--- config.mk ---
export PLATFORM = sky130hd
export DESIGN_NAME = two_channel_timed_tone_generator
export DESIGN_NICKNAME = d
export VERILOG_FILES = /design/src/hdl/tttg_pkg.sv /design/src/hdl/tttg_div.sv /design/src/hdl/two_channel_timed_tone_generator.sv
export SDC_FILE = /design/constraint.sdc
export NUM_CORES = 1
export LEC_CHECK = 0
export ABC_AREA = 1
export BUFFER_PORTS_ARGS = -buffer_cell sky130_fd_sc_hd__buf_2
export CAP_MARGIN = 20
export CORE_AREA = 2 2 339 240
export CTS_BUF_LIST = sky130_fd_sc_hd__clkbuf_8
export DETAILED_ROUTE_END_ITERATION = 7
export DIE_AREA = 0 0 341 242
export SYNTH_ARGS = -nofsm -noshare
export SYNTH_HDL_FRONTEND = slang
export SYNTH_SLANG_ARGS = --single-unit
export TNS_END_PERCENT = 1
--- constraint.sdc ---
create_clock -name aclk -period 10.55 [get_ports aclk]
set_clock_uncertainty 0.15 [all_clocks]
set_input_delay 1.055 -clock aclk [delete_from_list [all_inputs] [get_ports aclk]]
set_output_delay 1.055 -clock aclk [all_outputs]
set_load 0.1 [all_outputs]
--- src/hdl/tttg_pkg.sv ---
// Shared constants and codes for the two-channel timed tone generator.
`default_nettype none
package tttg_pkg;

    localparam int NUM_CHANNELS_DEFAULT = 2;

    // Field widths
    localparam int OP_W       = 2;
    localparam int FREQ_W     = 20;
    localparam int DUR_W      = 16;
    localparam int CLK_W      = 24;
    localparam int RELOAD_W   = 24;
    localparam int COMPARE_W  = 23;
    localparam int TIME_W     = 32;
    localparam int PRESENT_W  = 2;

    // Stream packing
    localparam int S_TDATA_W  = 40;
    localparam int S_TUSER_W  = 3;
    localparam int M_TDATA_W  = 96;

    // Configuration port
    localparam int CFG_INDEX_W = 2;
    localparam int CFG_DATA_W  = 24;
    localparam logic [CFG_INDEX_W-1:0] CFG_TIMER_CLOCK     = 2'd0;
    localparam logic [CFG_INDEX_W-1:0] CFG_CHANNEL_PRESENT = 2'd1;

    localparam logic [CLK_W-1:0]     CLOCK_RESET   = 24'd1000000;
    localparam logic [PRESENT_W-1:0] PRESENT_RESET = 2'b11;
    localparam logic [RELOAD_W-1:0]  MIN_QUOTIENT  = 24'd2;

    // Item operations
    localparam logic [OP_W-1:0] OP_TICK    = 2'd0;
    localparam logic [OP_W-1:0] OP_PLAY    = 2'd1;
    localparam logic [OP_W-1:0] OP_SILENCE = 2'd2;

    // Divider: one quotient bit per step
    localparam int DIV_STEPS   = CLK_W;
    localparam int DIV_COUNT_W = $clog2(DIV_STEPS);

endpackage
`default_nettype wire

--- src/hdl/tttg_div.sv ---
// Iterative restoring divider: timer clock over frequency, one bit per cycle.
`default_nettype none
module tttg_div (
    input  wire logic                       aclk,
    input  wire logic                       aresetn,
    input  wire logic                       start,
    input  wire logic [tttg_pkg::CLK_W-1:0]  dividend,
    input  wire logic [tttg_pkg::FREQ_W-1:0] divisor,
    output logic                            done,
    output logic [tttg_pkg::CLK_W-1:0]       quotient
);
    import tttg_pkg::*;

    logic                   busy_reg;
    logic                   done_reg;
    logic [DIV_COUNT_W-1:0] count_reg;
    logic [FREQ_W-1:0]      rem_reg;
    logic [FREQ_W-1:0]      divisor_reg;
    logic [CLK_W-1:0]       quot_reg;

    logic [FREQ_W:0]        shifted;
    logic [FREQ_W+1:0]      diff;
    logic                   qbit;
    logic [FREQ_W-1:0]      rem_next;

    // Bring down the next dividend bit and try the subtraction
    always_comb begin
        shifted  = {rem_reg, quot_reg[CLK_W-1]};
        diff     = {1'b0, shifted} - {2'b00, divisor_reg};
        qbit     = ~diff[FREQ_W+1];
        rem_next = qbit ? diff[FREQ_W-1:0] : shifted[FREQ_W-1:0];
    end

    always_ff @(posedge aclk) begin
        if (!aresetn) begin
            busy_reg  <= 1'b0;
            done_reg  <= 1'b0;
            count_reg <= '0;
        end else begin
            done_reg <= 1'b0;
            if (start) begin
                busy_reg    <= 1'b1;
                count_reg   <= DIV_COUNT_W'(DIV_STEPS - 1);
                rem_reg     <= '0;
                divisor_reg <= divisor;
                quot_reg    <= dividend;
            end else if (busy_reg) begin
                rem_reg  <= rem_next;
                quot_reg <= {quot_reg[CLK_W-2:0], qbit};
                if (count_reg == '0) begin
                    busy_reg <= 1'b0;
                    done_reg <= 1'b1;
                end else begin
                    count_reg <= count_reg - 1'b1;
                end
            end
        end
    end

    assign done     = done_reg;
    assign quotient = quot_reg;

endmodule
`default_nettype wire

--- src/hdl/two_channel_timed_tone_generator.sv ---
// Top level of the two-channel timed tone generator.
`default_nettype none
// Buzzer tone controller for two PWM channels. Each input item is a tick
// (advance the millisecond clock and end expired tones), a play (set a
// channel's period reload to max(clock/frequency, 2) - 1 with 50% duty and
// start timing its duration) or a silence (clear all tones). Every item
// returns one result holding both channels' reload, compare and active flag.
// One item is worked at a time and s_tready is low while it is in flight.
// A play with a nonzero frequency for a present channel waits in the divide
// state: the quotient comes from a shared divider that yields one bit per
// cycle. A tick runs an increment, then an expiry check; every other item
// goes from execution straight to report. A next item is accepted while the
// previous result still waits in the output register; its own result waits
// for that register to empty. Configuration writes are always ready and take
// effect at once; write them only while the block is idle.
module two_channel_timed_tone_generator #(
    parameter int NUM_CHANNELS = tttg_pkg::NUM_CHANNELS_DEFAULT
) (
    input  wire logic                             aclk,
    input  wire logic                             aresetn,
    // Input item stream
    input  wire logic                             s_tvalid,
    output logic                                  s_tready,
    // s_tdata: freq_hz[19:0], duration_ms[35:20], zero padding[39:36]
    input  wire logic [tttg_pkg::S_TDATA_W-1:0]   s_tdata,
    // s_tuser: op[1:0], channel[2]
    input  wire logic [tttg_pkg::S_TUSER_W-1:0]   s_tuser,
    // Result stream
    output logic                                  m_tvalid,
    input  wire logic                             m_tready,
    // m_tdata: reload_a[23:0], compare_a[46:24], active_a[47],
    //          reload_b[71:48], compare_b[94:72], active_b[95]
    output logic [tttg_pkg::M_TDATA_W-1:0]        m_tdata,
    // Configuration writes
    input  wire logic                             cfg_valid,
    output logic                                  cfg_ready,
    input  wire logic [tttg_pkg::CFG_INDEX_W-1:0] cfg_index,
    input  wire logic [tttg_pkg::CFG_DATA_W-1:0]  cfg_data
);
    import tttg_pkg::*;

    localparam bit HAS_B = (NUM_CHANNELS > 1);
    localparam int CH_B  = HAS_B ? 1 : 0;

    typedef enum logic [2:0] {
        ST_IDLE,
        ST_EXEC,
        ST_DIVIDE,
        ST_EXPIRE,
        ST_REPORT
    } state_t;

    state_t state_reg;

    // Configuration registers
    logic [CLK_W-1:0]     timer_clock_reg;
    logic [PRESENT_W-1:0] present_reg;

    // Latched item
    logic [OP_W-1:0]   op_reg;
    logic              ch_reg;
    logic [FREQ_W-1:0] freq_reg;
    logic [DUR_W-1:0]  dur_reg;

    // Channel state
    logic [TIME_W-1:0]    now_ms_reg;
    logic [TIME_W-1:0]    start_time_reg    [NUM_CHANNELS];
    logic [DUR_W-1:0]     tone_length_reg   [NUM_CHANNELS];
    logic                 tone_on_reg       [NUM_CHANNELS];
    logic [RELOAD_W-1:0]  period_reload_reg [NUM_CHANNELS];
    logic [COMPARE_W-1:0] duty_compare_reg  [NUM_CHANNELS];

    // Output register
    logic                 m_tvalid_reg;
    logic [M_TDATA_W-1:0] m_tdata_reg;

    // Divider hookup
    logic                 div_start;
    logic                 div_done;
    logic [CLK_W-1:0]     div_quot;
    logic [RELOAD_W-1:0]  quot_clamped;
    logic [RELOAD_W-1:0]  reload_new;
    logic                 play_present;
    logic [M_TDATA_W-1:0] report_word;
    logic                 out_free;

    function automatic logic chan_present(input int c, input logic [PRESENT_W-1:0] mask);
        logic hit;
        hit = 1'b0;
        if (c < PRESENT_W) begin
            hit = mask[c[0]];
        end
        return hit;
    endfunction

    assign s_tready  = (state_reg == ST_IDLE);
    assign cfg_ready = 1'b1;
    assign out_free  = !m_tvalid_reg || m_tready;

    assign play_present = (int'(ch_reg) < NUM_CHANNELS) && present_reg[ch_reg];
    assign div_start    = (state_reg == ST_EXEC) && (op_reg == OP_PLAY)
                          && play_present && (freq_reg != '0);

    tttg_div u_div (
        .aclk     (aclk),
        .aresetn  (aresetn),
        .start    (div_start),
        .dividend (timer_clock_reg),
        .divisor  (freq_reg),
        .done     (div_done),
        .quotient (div_quot)
    );

    // Raise the quotient to at least two, then drop one for the reload
    always_comb begin
        quot_clamped = (div_quot < MIN_QUOTIENT) ? MIN_QUOTIENT : div_quot;
        reload_new   = quot_clamped - 1'b1;
    end

    // Snapshot of both channels; with NUM_CHANNELS below two, channel b reads zero
    always_comb begin
        report_word = '0;
        report_word[23:0]  = period_reload_reg[0];
        report_word[46:24] = duty_compare_reg[0];
        report_word[47]    = tone_on_reg[0];
        if (HAS_B) begin
            report_word[71:48] = period_reload_reg[CH_B];
            report_word[94:72] = duty_compare_reg[CH_B];
            report_word[95]    = tone_on_reg[CH_B];
        end
    end

    // Configuration writes; indexes beyond the list are dropped
    always_ff @(posedge aclk) begin
        if (!aresetn) begin
            timer_clock_reg <= CLOCK_RESET;
            present_reg     <= PRESENT_RESET;
        end else if (cfg_valid && cfg_ready) begin
            case (cfg_index)
                CFG_TIMER_CLOCK:     timer_clock_reg <= cfg_data;
                CFG_CHANNEL_PRESENT: present_reg     <= cfg_data[PRESENT_W-1:0];
                default: ;
            endcase
        end
    end

    // Sequencer, channel state and output register
    always_ff @(posedge aclk) begin
        if (!aresetn) begin
            state_reg    <= ST_IDLE;
            m_tvalid_reg <= 1'b0;
            now_ms_reg   <= '0;
            for (int c = 0; c < NUM_CHANNELS; c++) begin
                start_time_reg[c]    <= '0;
                tone_length_reg[c]   <= '0;
                tone_on_reg[c]       <= 1'b0;
                period_reload_reg[c] <= '0;
                duty_compare_reg[c]  <= '0;
            end
        end else begin
            // Drop the result once taken; the report state refills it itself
            if (m_tvalid_reg && m_tready && (state_reg != ST_REPORT)) begin
                m_tvalid_reg <= 1'b0;
            end

            case (state_reg)
                ST_IDLE: begin
                    if (s_tvalid) begin
                        op_reg    <= s_tuser[1:0];
                        ch_reg    <= s_tuser[2];
                        freq_reg  <= s_tdata[19:0];
                        dur_reg   <= s_tdata[35:20];
                        state_reg <= ST_EXEC;
                    end
                end

                ST_EXEC: begin
                    case (op_reg)
                        OP_TICK: begin
                            now_ms_reg <= now_ms_reg + 1'b1;
                            state_reg  <= ST_EXPIRE;
                        end
                        OP_PLAY: begin
                            if (play_present && freq_reg != '0) begin
                                state_reg <= ST_DIVIDE;
                            end else begin
                                if (play_present) begin
                                    // Zero frequency: clear duty, still start timing
                                    for (int c = 0; c < NUM_CHANNELS; c++) begin
                                        if (int'(ch_reg) == c) begin
                                            duty_compare_reg[c] <= '0;
                                            start_time_reg[c]   <= now_ms_reg;
                                            tone_length_reg[c]  <= dur_reg;
                                            tone_on_reg[c]      <= 1'b1;
                                        end
                                    end
                                end
                                state_reg <= ST_REPORT;
                            end
                        end
                        OP_SILENCE: begin
                            for (int c = 0; c < NUM_CHANNELS; c++) begin
                                if (chan_present(c, present_reg)) begin
                                    duty_compare_reg[c] <= '0;
                                end
                                tone_on_reg[c] <= 1'b0;
                            end
                            state_reg <= ST_REPORT;
                        end
                        default: state_reg <= ST_REPORT;
                    endcase
                end

                ST_DIVIDE: begin
                    if (div_done) begin
                        for (int c = 0; c < NUM_CHANNELS; c++) begin
                            if (int'(ch_reg) == c) begin
                                period_reload_reg[c] <= reload_new;
                                duty_compare_reg[c]  <= reload_new[RELOAD_W-1:1];
                                start_time_reg[c]    <= now_ms_reg;
                                tone_length_reg[c]   <= dur_reg;
                                tone_on_reg[c]       <= 1'b1;
                            end
                        end
                        state_reg <= ST_REPORT;
                    end
                end

                ST_EXPIRE: begin
                    // End every timing tone whose elapsed time reached its length
                    for (int c = 0; c < NUM_CHANNELS; c++) begin
                        if (tone_on_reg[c] && ((now_ms_reg - start_time_reg[c])
                                >= {{(TIME_W-DUR_W){1'b0}}, tone_length_reg[c]})) begin
                            tone_on_reg[c] <= 1'b0;
                            if (chan_present(c, present_reg)) begin
                                duty_compare_reg[c] <= '0;
                            end
                        end
                    end
                    state_reg <= ST_REPORT;
                end

                ST_REPORT: begin
                    // Hold until the output register is free
                    if (out_free) begin
                        m_tdata_reg  <= report_word;
                        m_tvalid_reg <= 1'b1;
                        state_reg    <= ST_IDLE;
                    end
                end

                default: state_reg <= ST_IDLE;
            endcase
        end
    end

    assign m_tvalid = m_tvalid_reg;
    assign m_tdata  = m_tdata_reg;

endmodule
`default_nettype wire

# After elaboration in Yosys (flattened, before gate mapping)
# Memories as Yosys holds them, arrays and structs flattened. A register that Yosys moved wholly into a read port is not among the register bits.
# Index checks and enable logic that the tools add are counted.
[totals]
regBits = 268
latch_bits = 0
ramBits = 192
romBits = 0
inputBits = 74
wordCells = 218
mem_count = 5
[classes]
n_addsub = 6
multipliers = 0
div_mod_pow = 0
n_lt_le_gt_ge = 4
n_eq_ne = 12
shift = 0
n_mux = 116
n_bitwise = 30
n_reduce_logical = 28
[mem_list]
columns = ["memory", "words", "word_bits", "rd", "rd_clocked_by_memory_dff", "write_ports", "line", "rtl"]
rows = [
  ["start_time_reg", 2, 32, 2, 0, 2, "two_channel_timed_tone_generator.sv:67", "logic [TIME_W-1:0] start_time_reg [NUM_CHANNELS];"],
  ["period_reload_reg", 2, 24, 2, 2, 2, "two_channel_timed_tone_generator.sv:70", "logic [RELOAD_W-1:0] period_reload_reg [NUM_CHANNELS];"],
  ["duty_compare_reg", 2, 23, 2, 2, 2, "two_channel_timed_tone_generator.sv:71", "logic [COMPARE_W-1:0] duty_compare_reg [NUM_CHANNELS];"],
  ["tone_length_reg", 2, 16, 2, 0, 2, "two_channel_timed_tone_generator.sv:68", "logic [DUR_W-1:0] tone_length_reg [NUM_CHANNELS];"],
  ["tone_on_reg", 2, 1, 2, 0, 2, "two_channel_timed_tone_generator.sv:69", "logic tone_on_reg [NUM_CHANNELS];"],
]
[ops]
columns = ["cell", "n"]
rows = [
  ["$mux W23", 8],
  ["$mux W32", 4],
  ["$mux W24", 5],
  ["$mux W1", 84],
  ["$ge A32 B16 Y1", 2],
  ["$mux W16", 4],
  ["$sub A32 B32 Y32", 2],
  ["$mux W20", 2],
  ["$add A32 B1 Y32 const B", 1],
  ["$or A1 B1 Y1", 26],
  ["$lt A24 B2 Y1 const B", 1],
  ["$sub A24 B1 Y24 const B", 1],
  ["$sub A21 B20 Y22", 1],
  ["$reduce_bool A20 Y1", 1],
  ["$mux W5", 3],
  ["$pmux W3 S5", 1],
  ["$reduce_and A2 Y1", 7],
  ["$mux W3", 4],
  ["$reduce_and A3 Y1", 3],
  ["$logic_and A1 B1 Y1", 8],
  ["$eq A3 B2 Y1 const B", 2],
  ["$ne A2 B2 Y1 const B", 3],
  ["$pmux W3 S2", 1],
  ["$logic_not A5 Y1", 1],
  ["other kinds (16)", 21],
]

# Logic depth before layout (Yosys ltp)
# An unclocked memory read counts as a cell.
[depth]
ltp_word = 13
mapped_depth = 24
mapped_depth_nobuf = 24

# Cells and area by module
# A second synthesis with hierarchy kept.
[unflattened]
hier_cells = 2814
area_unflattened_um2 = 24161.9
[modules_own_cells]
columns = ["module", "n_inst", "cells_each", "area_per_inst_um2", "seq_area_each_um2"]
rows = [
  ["two_channel_timed_tone_generator", 1, 2264, 19901.6, 11060.6],
  ["tttg_div", 1, 550, 4260.3, 2062.0],
]

# Worst setup path after synthesis
# No wires, ideal clock.
[synth_path]
path_type = "input -> register"
from = "in aresetn"
to = "reg m_tdata_reg[0], in the netlist m_tdata[0] (read register of period_reload_reg), enable pin"
setup_ps = 668
t_arrival_ps = 7970
required_time_ps = 9732
path_slack_ps = 1762
cell_stages = 3
path_buffers = 1
path_cell_list = "clkinv_1 > clkbuf_1 > nor3_1"
[synth_via]
elab_chain_len = 1
[synth_rtl]
columns = ["element", "line", "rtl"]
rows = [
  ["start: declaration", "two_channel_timed_tone_generator.sv:20", "input wire logic aresetn,"],
  ["$reduce_and A3 Y1 (no source line)", "--", ""],
  ["end: declaration", "two_channel_timed_tone_generator.sv:75", "logic [M_TDATA_W-1:0] m_tdata_reg;"],
]
# Every way passes these cells.
# A chain may end at the register's enable or synchronous reset.

==> impl_metrics.tcl <==
set metrics [dict create \
    ys.flop_type "edfxtp_1" \
    ys_async_sr_fraction 0 \
    slew_viol_final 0 \
    avgSynthCellArea_sq_um 8.89 \
    status "finished, final reports clean" \
    pin_count 173 \
    crit_type "flip-flop to flip-flop" \
    synth_cell_types 49 \
    fin_area_sq_um 27400 \
    path_clk_slew_ps 60 \
    hold_slack_ps 263 \
    yosysMostFrequentCell "nand2_1" \
    utilization 0.344 \
    wl_mm 57.7 \
    synth-seq-cells 460 \
    rsz0062_at_grt "false" \
    layout.cells.non_filler 4023 \
    crit_chain "inv_1 > ha_1 > fa_1 > inv_1 > nand2_1 > nand2_1 > and2_1 > nand3_1 > nand2_1 > xor2_1 > ha_1 > a21oi_1 > o31ai_1 > nor2_1 > nand2_1 > nor2_1 > nand2_1 > a21oi_1 > nand2_1 > nand3_1 > nand2_1 > buf_4" \
    ctsHoldBuffers 0 \
    min_from "duty_compare_reg[0][31]$_DFFE_PP_" \
    critPathMaxStageDelay_ps 440 \
    syn_nets 2850 \
    holdCritPathClass "flip-flop to flip-flop" \
    core_area_sq_um 79600 \
    setup_tns_ps 0 \
    dp.final_hpwl_mm 42.9 \
    die_w_microns 341 \
    start_util 0.297 \
    synth-seq-area-share 0.556 \
    place_area_sq_um 25800 \
    grt_max_degree 62 \
    max_freq_mhz 235 \
    crit_path_max_fanout 23 \
    h-tree-depth 3 \
    ys_top_cells_by_count "694 x nand2_1, 521 x inv_1, 391 x edfxtp_1" \
    antenna_found_initial 5 \
    slew_headroom 0.295 \
    crit_slowest_cell "fa_1" \
    syn-instance-count 2655 \
    hold_viol_final 0 \
    arrival_ps 4440 \
    finalSetupViolations 0 \
    die_y_microns 242 \
    synth_edf_count 391 \
    overflow 0 \
    synth_area_leaders "edfxtp_1 50%, nand2_1 11%, inv_1 8.3%, ha_1 6.3%, dfxtp_1 5.8%" \
    die_area_sq_um 82500 \
    setup_ws_ps 6290 \
    cts-buffers-inserted 79 \
    power_mw 4.06 \
    largest_reg_flops 96 \
    drtIter0Drc 1276 \
    vdd_drop_max_uv 85.4 \
    startpoint_type "flip-flop" \
    path_common_cell "nand2_1" \
    synth_top_area_frac 0.497 \
    vias 17600 \
    grt_pass1_wl_mm 89.7 \
    grt_pass1_vias 16400 \
    cp-startpoint "now_ms_reg[0]$_SDFFE_PN0P_" \
    ant_nets 0 \
    synthToLayoutAreaGrowth_pct 16.0 \
    dp_slack_ps 6300 \
    leakagePower_nw 12.3 \
    rrSetupSlack_ps 6290 \
    cts.sink_count 460 \
    cts_resized 0 \
    yosys.area.top_type "edfxtp_1" \
    final_nets 3084 \
    r2r-start "now_ms_reg[0]$_SDFFE_PN0P_" \
    globalplace.congestion 0.892 \
    ys_warn_count 0 \
    avgViaCountPerCell 4.37 \
    num_rows 87 \
    layout-drive-gt1-share 0.110 \
    maxCapViolCount 0 \
    drc 0 \
    tightest_slew_ps 1060 \
    wl_per_cell_microns 14.3 \
    port_buffers 167 \
    synth_area_sq_um 23600 \
    worstSetupEndpointType "flip-flop" \
    clk_path_buf_depth 3 \
    clockRootBuffer "clkbuf_8" \
    fill_cells 8114 \
    drt_first_pass_iters 6 \
    postCtsSetupBuffers 0 \
    power_density_nw_per_um2 148 \
    grt_usage 0.139 \
    placed_cells 3876 \
    finalCriticalPeriod_ps 4260 \
    insertion_delay_ps 690 \
    fin_crit_sh 0.403 \
    cts_tree "done" \
    crit_required_ps 10740 \
]
## cells by family (layout without fill, tap and decap cells)
| kind of cell | after synthesis | in the layout | share of synthesized area |
|---|---|---|---|
| adders and majority gates | 121 | 121 | 0.0651 |
| and+or+nand+nor | 1189 | 1189 | 0.208 |
| xor gates and xnor gates | 61 | 61 | 0.0226 |
| other | 1 | 4 | 0.000159 |
| AOI/OAI and AO/OA | 266 | 266 | 0.0598 |
| DFF | 460 | 460 | 0.556 |
| buffers and inverters | 557 | 854 | 0.0889 |
## worst max-delay path, delay by kind of cell, from the launching register on
kind            cells  cell delay [ps]
xor+xnor            1              250
compound gates      3              340
simple gates       12             1240
fa+ha+maj           3              910
flops               1              380
buf+inv             3              590
## layer usage
layer  part of all wire  up-vias  GRT usage
met5            0.00023        -          0
met2               0.40      466      0.195
met4              0.020        2     0.0382
met3              0.073       84     0.0366
met1               0.51     8003      0.207
li1                   -     9036          -
## path summary, 6_finish.rpt
path                                             to  cells after the start
setup / recovery  duty_compare_reg[0][24]$_DFFE_PP_                     22
hold / removal                m_tdata[80]$_DFFE_PP_                      0
setup reg to reg  duty_compare_reg[0][24]$_DFFE_PP_                     22
hold reg to reg               m_tdata[80]$_DFFE_PP_                      0
## cell type report
cell class | instances | area, sq um | share of cell area
tap | 1068 | 1340 | 0.0488
clock buffer | 85 | 1170 | 0.0427
clock inverter | 59 | 394 | 0.0144
multi-input combinational | 1638 | 8430 | 0.307
antenna | 3 | 7.51 | 0.000274
timing repair buffer | 186 | 978 | 0.0357
sequential | 460 | 13100 | 0.479
inverter | 524 | 1970 | 0.0718
## where the power goes
group / internal [mW] / switching, mW
Sequential: 2.05 / 0.0301
Clock: 0.832 / 0.762
Combinational: 0.0942 / 0.295
## cells in the final DEF, fill, tap and decap left out, types with 24 or more instances in the layout
cell type,instances
buf_2,167
inv_1,550
xor2_1,51
nand3_1,93
dfxtp_1,69
o21ai_0,93
nand4_1,24
clkbuf_8,85
ha_1,118
nand2_1,693
nor2_1,277
edfxtp_1,391
a21oi_1,137
nor3_1,48
Power figures use the tool's default switching activity.
